$ cat src/design/round_robin_address_table_defines.svh
// assertion macros shared by the address table design
`ifndef ROUND_ROBIN_ADDRESS_TABLE_DEFINES_SVH
`define ROUND_ROBIN_ADDRESS_TABLE_DEFINES_SVH

// check that holds only out of reset
`define RRAT_ASSERT(label, prop, msg) \
  label: assert property (@(posedge clk_i) disable iff (!rst_ni) (prop)) else $error(msg);

// check that holds at every edge, reset included
`define RRAT_ASSERT_ALWAYS(label, prop, msg) \
  label: assert property (@(posedge clk_i) (prop)) else $error(msg);

`endif

$ cat src/design/rrat_pkg.sv
package rrat_pkg;

  // fixed field widths
  localparam int unsigned AddrWidth = 32;
  localparam int unsigned ModeWidth = 2;

  // default table depth
  localparam int unsigned SlotCountDef = 16;

  // reserved all-ones address, also the "none" result
  localparam logic [AddrWidth-1:0] AddrNone = '1;
  localparam logic [AddrWidth-1:0] AddrZero = '0;

  // persistence modes
  typedef enum logic [ModeWidth-1:0] {
    MODE_SESSION = 2'd0,
    MODE_STATIC  = 2'd1,
    MODE_DYNAMIC = 2'd2,
    MODE_SPARE   = 2'd3
  } mode_e;

  // commands
  typedef enum logic {
    CMD_ADD = 1'b0,
    CMD_GET = 1'b1
  } cmd_e;

endpackage

$ cat src/design/round_robin_address_table.sv
// Add of an ignored address, or get-next while the table is invalid: result in the cycle after start.
// Add: one slot read per cycle over all SlotCount slots, then the write state if the address is new;
//   the result follows the last slot check (already present) or the write (stored).
// Get-next: one slot checked per cycle from the pointer, then one memory read.
// busy_o drops in the cycle the result strobe is high, so the next start is taken right away.
// Reset (async, active low) clears pointer, mode, table flag and slot valid flags; slots then count as empty.
module round_robin_address_table
  #(
  parameter int unsigned SlotCount = rrat_pkg::SlotCountDef
) (
  input  logic                            clk_i,
  input  logic                            rst_ni,
  // command channel
  input  logic                            start_i,
  output logic                            busy_o,
  input  logic                            command_i,
  input  logic [rrat_pkg::AddrWidth-1:0]  address_i,
  input  logic                            force_req_i,
  // result channel
  output logic                            done_o,
  output logic [rrat_pkg::AddrWidth-1:0]  result_address_o,
  output logic                            hit_o,
  output logic                            stored_new_o,
  // configuration channel
  input  logic                            cfg_valid_i,
  output logic                            cfg_ready_o,
  input  logic [rrat_pkg::ModeWidth-1:0]  cfg_data_i
);

  import rrat_pkg::*;

  `include "round_robin_address_table_defines.svh"

  localparam int unsigned IdxWidth = $clog2(SlotCount);
  localparam logic [IdxWidth-1:0] LastSlot = IdxWidth'(SlotCount - 1);
  localparam logic [IdxWidth:0]   CntFull  = (IdxWidth + 1)'(SlotCount);

  typedef enum logic [4:0] {
    S_IDLE  = 5'b00001,
    S_SCAN  = 5'b00010,
    S_WRITE = 5'b00100,
    S_SEEK  = 5'b01000,
    S_FETCH = 5'b10000
  } state_e;

  state_e                 state_q, state_d;
  logic [IdxWidth-1:0]    slot_q, slot_d;
  logic [IdxWidth:0]      cnt_q, cnt_d;
  logic [IdxWidth-1:0]    ptr_q, ptr_d;
  logic                   tvalid_q, tvalid_d;
  logic [SlotCount-1:0]   valid_q, valid_d;
  logic                   present_q, present_d;
  logic                   chk_q, chk_d;
  logic                   free_found_q, free_found_d;
  logic [IdxWidth-1:0]    free_slot_q, free_slot_d;
  logic [AddrWidth-1:0]   addr_q, addr_d;
  logic                   force_q, force_d;
  mode_e                  mode_q;
  logic                   done_q, done_d;
  logic [AddrWidth-1:0]   res_q, res_d;
  logic                   hit_q, hit_d;
  logic                   stored_q, stored_d;

  logic                   ram_we;
  logic [IdxWidth-1:0]    ram_waddr;
  logic [AddrWidth-1:0]   ram_rdata;
  logic [IdxWidth-1:0]    slot_inc;
  logic                   rd_match;
  logic                   addr_usable;
  logic                   reject;

  // slot memory, read address follows the scan slot
  rrat_ram #(
    .Width(AddrWidth),
    .Depth(SlotCount)
  ) u_slots (
    .clk_i  (clk_i),
    .we_i   (ram_we),
    .waddr_i(ram_waddr),
    .wdata_i(addr_q),
    .raddr_i(slot_q),
    .rdata_o(ram_rdata)
  );

  // shared compare and wrap logic
  assign slot_inc    = (slot_q == LastSlot) ? '0 : slot_q + 1'b1;
  assign rd_match    = chk_q && (ram_rdata == addr_q);
  assign addr_usable = (address_i != AddrZero) && (address_i != AddrNone);
  assign reject      = (mode_q == MODE_DYNAMIC) && !force_q;
  assign ram_waddr   = free_found_q ? free_slot_q : ptr_q;

  // sequencer
  always_comb begin
    state_d      = state_q;
    slot_d       = slot_q;
    cnt_d        = cnt_q;
    ptr_d        = ptr_q;
    tvalid_d     = tvalid_q;
    valid_d      = valid_q;
    present_d    = present_q;
    chk_d        = 1'b0;
    free_found_d = free_found_q;
    free_slot_d  = free_slot_q;
    addr_d       = addr_q;
    force_d      = force_q;
    done_d       = 1'b0;
    res_d        = res_q;
    hit_d        = hit_q;
    stored_d     = stored_q;
    ram_we       = 1'b0;

    unique case (state_q)
      S_IDLE: begin
        if (start_i) begin
          slot_d = ptr_q;
          cnt_d  = '0;
          addr_d = address_i;
          force_d = force_req_i;
          unique case (cmd_e'(command_i))
            CMD_ADD: begin
              if (addr_usable) begin
                tvalid_d     = 1'b1;
                present_d    = 1'b0;
                free_found_d = 1'b0;
                state_d      = S_SCAN;
              end else begin
                done_d   = 1'b1;
                res_d    = AddrNone;
                hit_d    = 1'b0;
                stored_d = 1'b0;
              end
            end
            CMD_GET: begin
              if (tvalid_q) begin
                state_d = S_SEEK;
              end else begin
                done_d   = 1'b1;
                res_d    = AddrNone;
                hit_d    = 1'b0;
                stored_d = 1'b0;
              end
            end
            default: ;
          endcase
        end
      end

      // presence scan from the pointer, noting the first empty slot
      S_SCAN: begin
        if (rd_match) begin
          present_d = 1'b1;
        end
        if (cnt_q != CntFull) begin
          chk_d = valid_q[slot_q];
          if (!valid_q[slot_q] && !free_found_q) begin
            free_found_d = 1'b1;
            free_slot_d  = slot_q;
          end
          slot_d = slot_inc;
          cnt_d  = cnt_q + 1'b1;
        end else if (present_q || rd_match) begin
          done_d   = 1'b1;
          res_d    = AddrNone;
          hit_d    = 1'b1;
          stored_d = 1'b0;
          state_d  = S_IDLE;
        end else begin
          state_d = S_WRITE;
        end
      end

      // store into the free slot, or over the pointer slot
      S_WRITE: begin
        ram_we             = 1'b1;
        valid_d[ram_waddr] = 1'b1;
        done_d             = 1'b1;
        res_d              = AddrNone;
        hit_d              = 1'b0;
        stored_d           = 1'b1;
        state_d            = S_IDLE;
      end

      // look for the next stored slot from the pointer
      S_SEEK: begin
        if (cnt_q == CntFull) begin
          ptr_d    = (ptr_q == LastSlot) ? '0 : ptr_q + 1'b1;
          done_d   = 1'b1;
          res_d    = AddrNone;
          hit_d    = 1'b0;
          stored_d = 1'b0;
          state_d  = S_IDLE;
        end else if (valid_q[slot_q]) begin
          ptr_d   = slot_inc;
          state_d = S_FETCH;
        end else begin
          slot_d = slot_inc;
          cnt_d  = cnt_q + 1'b1;
        end
      end

      // read word of the found slot is back
      S_FETCH: begin
        done_d   = 1'b1;
        res_d    = reject ? AddrNone : ram_rdata;
        hit_d    = !reject;
        stored_d = 1'b0;
        state_d  = S_IDLE;
      end

      default: begin
        state_d = S_IDLE;
      end
    endcase
  end

  // control state
  always_ff @(posedge clk_i or negedge rst_ni) begin
    if (!rst_ni) begin
      state_q  <= S_IDLE;
      ptr_q    <= '0;
      tvalid_q <= 1'b0;
      valid_q  <= '0;
      chk_q    <= 1'b0;
      done_q   <= 1'b0;
      mode_q   <= MODE_SESSION;
    end else begin
      state_q  <= state_d;
      ptr_q    <= ptr_d;
      tvalid_q <= tvalid_d;
      valid_q  <= valid_d;
      chk_q    <= chk_d;
      done_q   <= done_d;
      if (cfg_valid_i && cfg_ready_o) begin
        mode_q <= mode_e'(cfg_data_i);
      end
    end
  end

  // working and result payload
  always_ff @(posedge clk_i) begin
    slot_q       <= slot_d;
    cnt_q        <= cnt_d;
    present_q    <= present_d;
    free_found_q <= free_found_d;
    free_slot_q  <= free_slot_d;
    addr_q       <= addr_d;
    force_q      <= force_d;
    res_q        <= res_d;
    hit_q        <= hit_d;
    stored_q     <= stored_d;
  end

  assign busy_o           = (state_q != S_IDLE);
  assign cfg_ready_o      = 1'b1;
  assign done_o           = done_q;
  assign result_address_o = res_q;
  assign hit_o            = hit_q;
  assign stored_new_o     = stored_q;

  // every accepted word either answers at once or keeps the block busy
  `RRAT_ASSERT(a_start_progress, (start_i && !busy_o) |=> (done_o || busy_o), "start lost")
  // a stored word never reports a hit or an address
  `RRAT_ASSERT(a_store_shape, (done_o && stored_new_o) |-> (!hit_o && &result_address_o), "bad store")
  // slots are never emptied once filled
  `RRAT_ASSERT(a_valid_sticky, 1'b1 |=> ((~valid_q & $past(valid_q)) == '0), "slot flag cleared")
  // stored slots imply the table flag
  `RRAT_ASSERT_ALWAYS(a_valid_table, (valid_q != '0) |-> tvalid_q, "slot without table flag")

endmodule

$ cat src/design/rrat_ram.sv
module rrat_ram #(
  parameter int unsigned Width = 32,
  parameter int unsigned Depth = 16
) (
  input  logic                     clk_i,
  input  logic                     we_i,
  input  logic [$clog2(Depth)-1:0] waddr_i,
  input  logic [Width-1:0]         wdata_i,
  input  logic [$clog2(Depth)-1:0] raddr_i,
  output logic [Width-1:0]         rdata_o
);

  logic [Width-1:0] mem_q [Depth];
  logic [Width-1:0] rdata_q;

  // one write port, one registered read port
  always_ff @(posedge clk_i) begin
    if (we_i) begin
      mem_q[waddr_i] <= wdata_i;
    end
    rdata_q <= mem_q[raddr_i];
  end

  assign rdata_o = rdata_q;

endmodule
$ cat config.mk
export PLATFORM = sky130hd
export DESIGN_NAME = round_robin_address_table
export DESIGN_NICKNAME = d
export VERILOG_FILES = /design/src/design/rrat_pkg.sv /design/src/design/round_robin_address_table.sv /design/src/design/rrat_ram.sv
export VERILOG_INCLUDE_DIRS = /design/src /design/src/design
export SDC_FILE = /design/constraint.sdc
export NUM_CORES = 1
export LEC_CHECK = 0
export CAP_MARGIN = 0
export CORE_ASPECT_RATIO = 0.9
export CORE_MARGIN = 2
export CORE_UTILIZATION = 30
export CTS_CLUSTER_SIZE = 30
export DETAILED_ROUTE_END_ITERATION = 7
export DONT_BUFFER_PORTS = 1
export PLACE_DENSITY = 0.49
export SETUP_SLACK_MARGIN = 0.02
export SYNTH_ARGS = -nofsm -noshare
export SYNTH_HDL_FRONTEND = slang
export SYNTH_SLANG_ARGS = --single-unit
$ cat constraint.sdc
create_clock -name clk_i -period 10.5 [get_ports clk_i]
set_clock_uncertainty 0.05 [all_clocks]
set_input_delay 1.575 -clock clk_i [delete_from_list [all_inputs] [get_ports clk_i]]
set_output_delay 1.575 -clock clk_i [all_outputs]
set_load 0.03 [all_outputs]
==> After elaboration in Yosys (flattened, before gate mapping) <==
Memories as Yosys holds them, arrays and structs flattened. A register that Yosys moved wholly into a read port is not among the register bits.
Cells that the tools add are included.
{ "totals": {"ff_bits": 112, "latchBits": 0, "mem_bits_rw": 512, "rom_bits": 0, "output_inout_bits": 37, "wordCells": 149, "n_memories": 1} }
{ "classes": {"addsub": 3, "n_mul": 0, "div": 0, "order_cmp": 3, "n_eq_ne": 29, "n_shift": 0, "mux": 69, "n_bitwise": 2, "n_reduce_logical": 25} }
{ "mem_list": {"columns": ["memory", "depth", "word_bits", "read_ports", "rd_ports_with_merged_regs", "wr", "line", "text"], "rows": [
  ["u_slots.mem_q", 16, 32, 1, 1, 1, "rrat_ram.sv:13", "logic [Width-1:0] mem_q [Depth];"]
]} }
{ "op_table": {"columns": ["cell", "count"], "rows": [
  ["$mux 32", 7],
  ["$pmux 32 s5", 1],
  ["$pmux 32 s2", 1],
  ["$mux 5", 10],
  ["$mux 4", 9],
  ["$eq 32x32->1", 1],
  ["$ne 32x32->1 const B", 1],
  ["$reduce_bool 32->1", 1],
  ["$pmux 5 s3", 2],
  ["$mux 1", 27],
  ["$ne 2x2->1 const B", 11],
  ["$or 16x16->16", 1],
  ["$ne 3x3->1 const B", 5],
  ["$reduce_and 5->1", 3],
  ["$pmux 4 s3", 1],
  ["$eq 5x5->1 const B", 2],
  ["$lt 4x5->1 const B", 2],
  ["$pmux 1 s5", 2],
  ["$pmux 5 s2", 1],
  ["$add 4x1->4 const B", 2],
  ["$eq 4x4->1 const B", 2],
  ["$pmux 1 s2", 4],
  ["$reduce_and 7->1", 1],
  ["$reduce_and 6->1", 1],
  ["24 further kinds", 33]
]} }

==> Depth between registers and ports, before layout <==
{ "logic_depth": {"ltp_word": 7, "depth_mapped": 8} }

==> Hierarchy <==
Synthesis repeated with hierarchy kept, for this count alone.
{ "hier_totals": {"hier_cells": 1215, "area_unflattened_um2": 24847.6} }
{ "modules_own_cells": {"columns": ["mod", "n_inst", "cells_per_inst", "area_each_um2"], "rows": [
  ["rrat_ram", 1, 838, 19854.0],
  ["round_robin_address_table", 1, 377, 4993.5]
]} }

==> Least setup slack after synthesis <==
Ideal clock, no wire load.
{ "synth_timing": {"path_type": "input to register", "start": "in address_i[25] in the netlist's numbering", "end": "reg hit_q, in the netlist hit_o (enable)", "setup_time_ns": 0.468, "arrival_ns": 4.661, "t_required_ns": 9.982, "setup_slack_ns": 5.321, "stages": 6, "path_buffers": 0, "cell_sequence": "nor4_1 nand4_1 nor2_1 or3b_2 a21oi_1 nor3_1"} }
{ "synth_between": {"elab_chain_len": 4, "elab_cells_between_ends": 5} }
{ "synth_lines": {"columns": ["item", "line", "text"], "rows": [
  ["start: declaration", "round_robin_address_table.sv:17", "input logic [rrat_pkg::AddrWidth-1:0] address_i,"],
  ["$ne 32x32->1 / $reduce_bool 32->1 (equally long branches)", "round_robin_address_table.sv:88", "assign addr_usable = (address_i != AddrZero) && (address_i != AddrNone);"],
  ["$logic_and 1x1->1 (*)", "round_robin_address_table.sv:88", null],
  ["$ne 3x3->1 (no line) (*)", null, null],
  ["$reduce_and 7->1 (no line) (*)", null, null],
  ["end signal: assignment", "round_robin_address_table.sv:249", "hit_q <= hit_d;"],
  ["end: declaration", "round_robin_address_table.sv:61", "logic hit_q, hit_d;"]
]} }
Mark *: on every way between the ends. The rest lies on a longest branch, timed or not.
A chain may end at the register's enable or synchronous reset.

==> impl_metrics.py <==
metrics = {
    "run_status": {
        "outcome": "completed",
    },
    "timing": {
        "tns_ns": 0,
        "post-route-min-period_ns": 4.92,
        "rsz0062_at_grt": "false",
        "relSlewSlack": 0.199,
        "slew_violations": 0,
        "tightest_slew_ns": 1.19,
        "setup_viol": 0,
        "worst_slack_ns": 5.58,
        "final-hold-violation-count": 0,
        "max_clock_freq_mhz": 203,
        "finalCritPeriodShare": 0.469,
    },
    "pwr": {
        "internal_power_uw": 5320,
        "switchingPower_uw": 2440,
        "powerDensity_nw_per_um2": 269,
        "power.clock.fraction": 0.310,
        "seqPwrFrac": 0.450,
        "ir_drop_mv": 0.129,
        "leakage_uw": 0.00922,
        "power_uw": 7760,
        "pwr-share-comb": 0.240,
        "switching_share": 0.314,
    },
    "drt": {
        "drc": 0,
        "routed_via_density": 5.02,
        "drt_wl_total_um": 66700,
        "routedWlPerCell_um": 26.0,
        "initialDrtViolationCount": 931,
        "via_count": 12900,
        "drtPass1Iterations": 4,
        "ant_nets": 0,
    },
    "synth": {
        "synthesis.area_um2": 25100,
        "synthDistinctLibCells": 53,
        "synthCells": 1352,
        "ys_ff_latch": 656,
        "synth_edf_count": 594,
        "yosysWarnings": 0,
        "ys_seq_area_frac": 0.765,
        "synth.avg_cell_area_um2": 18.6,
        "synth_flop_cell": "edfxtp_1",
        "synth_nets": 1396,
        "ys_async_sr_fraction": 0.0457,
    },
    "min_path": {
        "holdPathStages": 1,
        "holdCritPathClass": "flip-flop to flip-flop",
    },
    "floorplan": {
        "die_area_um2": 86100,
        "io_pins": 77,
        "row_count": 100,
        "core-area_um2": 82800,
        "die_w_um": 309,
        "fp.dieH_um": 279,
        "initial_utilization": 0.303,
    },
    "finish": {
        "drive_gt1_frac": 0.171,
        "areaGrowthSynthToFinish_pct": 14.9,
        "layout_common_cells": "594 x edfxtp_1, 131 x mux2i_1, 74 x clkbuf_16, 68 x mux4_2, 66 x a221oi_1",
        "final_common_cell": "edfxtp_1",
        "nets": 1437,
        "nFillCells": 7847,
        "multi_input_area_um2": 5710,
        "register_area_um2": 19200,
        "diodes": 0,
    },
    "critical_path": {
        "cp-end-kind": "flip-flop",
        "rrSetupSlack_ns": 5.58,
        "worst-endpoint-required_ns": 10.94,
        "cp-start-kind": "flip-flop",
        "crit_fanout": 57,
        "crit_arrival_ns": 5.36,
        "path_class": "flip-flop to flip-flop",
        "reg2reg_depth": 7,
    },
    "global_route": {
        "antenna_found_initial": 2,
        "grtUsageTotal": 0.156,
        "grt-ovfl-total": 0,
        "grt_pass1_vias": 13000,
        "grt_start_max_net_pins": 59,
        "grt_pass1_wl_um": 95300,
    },
    "clock_tree": {
        "postCtsSetupRepairBufs": 0,
        "ctsHoldBuffers": 0,
        "insertion_delay_ns": 0.61,
        "cts.sinks": 656,
        "cts_resized": 0,
        "cts_tree": "built",
        "numCtsBuffers": 73,
        "clk_path_buf_depth": 3,
        "cts_max_level": 3,
        "clk_pin_slew_ns": 0.06,
        "cts_root_buf": "clkbuf_16",
    },
    "placement": {
        "preCtsSetupSlack_ns": 5.35,
        "post-dp-hpwl_um": 38100,
        "gp_congestion": 0.769,
        "io_buffers": 0,
    },
    "run": {
        "cap_violations": 0,
    },
}
==> layer usage <==
layer / part of all wire / wire length [um] / GRT usage / vias up
met5: 0 / 0 / 0 / -
met4: 0.026 / 1700 / 0.0448 / 0
met3: 0.053 / 3520 / 0.0314 / 90
met2: 0.44 / 29400 / 0.229 / 358
met1: 0.48 / 32100 / 0.231 / 6866
li1: - / - / - / 5576
==> logic make-up after synthesis <==
group	after synthesis	share of synthesized area
other	1	0.000149
buffers and inverters	80	0.0131
AO/OA/AOI/OAI	167	0.0483
adder cells (fa/ha/maj)	4	0.00199
flip-flops	656	0.765
XOR/XNOR	38	0.0132
AND/OR/NAND/NOR	200	0.0413
multiplexers	206	0.116
==> path summary, 6_finish.rpt <==
kind | startpoint | to
hold / removal | valid_q[11] | valid_q[11]
min in group asynchronous | rst_ni | valid_q[11]
max in group asynchronous | rst_ni | state_q[0]
setup / recovery | slot_q[0] | u_slots.rdata_o[19]
hold reg to reg | valid_q[11] | valid_q[11]
setup reg to reg | slot_q[0] | u_slots.rdata_o[19]
==> cell type report <==
type                       instances  share of cell area
inverter                          11             0.00143
clock buffer                     111              0.0714
tap                             1122              0.0486
timing repair buffer              35             0.00893
clock inverter                    19             0.00581
sequential                       656               0.666
multi-input combinational        616               0.198
==> power by group through the flow <==
stage	Sequential [uW]	Combinational, uW	Clock [uW]
after detailed placement	3540	1880	0
after floorplan	3410	1320	0
after global routing	3520	2020	2570
after global placement	3540	1860	0
after CTS	3490	1880	2460
final	3490	1860	2410
==> flip-flops by register name, indices dropped and copies added, names as in the netlist, 5 cells and up <==
signal,flops
state_q,5
u_slots.rdata_o,32
cnt_q,5
valid_q,16
addr_q,32
result_address_o,32
u_slots.mem_q,512
==> cell usage after synthesis (19+ instances only) <==
master,count,area share
dfrtp_1,29,0.029
dfxtp_1,32,0.026
nor2_1,36,0.0054
nand4_1,19,0.0047
nand2_1,51,0.0076
or3_1,32,0.0080
edfxtp_1,594,0.71
mux4_2,68,0.061
xnor2_1,34,0.012
a221oi_1,66,0.023
mux2i_1,131,0.052
o21ai_0,45,0.0090
a22oi_1,32,0.0096
clkbuf_1,46,0.0069
==> worst max-delay path, stage by stage (launching register included) <==
cell      delay, ns
edfxtp_1       0.32
buf_4          0.69
buf_4          0.96
buf_4          0.82
buf_4          0.96
mux4_2         0.62
a22oi_1        0.21
nand2_1        0.06
==> through the flow <==
stage	util	hold WS (ns)	cells	cell area [um2]
3_5_place_dp	0.322	0.398	2440	26600
4_1_cts	0.349	0.416	2570	28900
5_1_grt	0.349	0.426	2570	28900
3_3_place_gp	0.322	0.395	2438	26600
6_report	0.349	0.413	2570	28900
2_1_floorplan	-	0.374	1352	25100
Power figures use the tool's default switching activity.
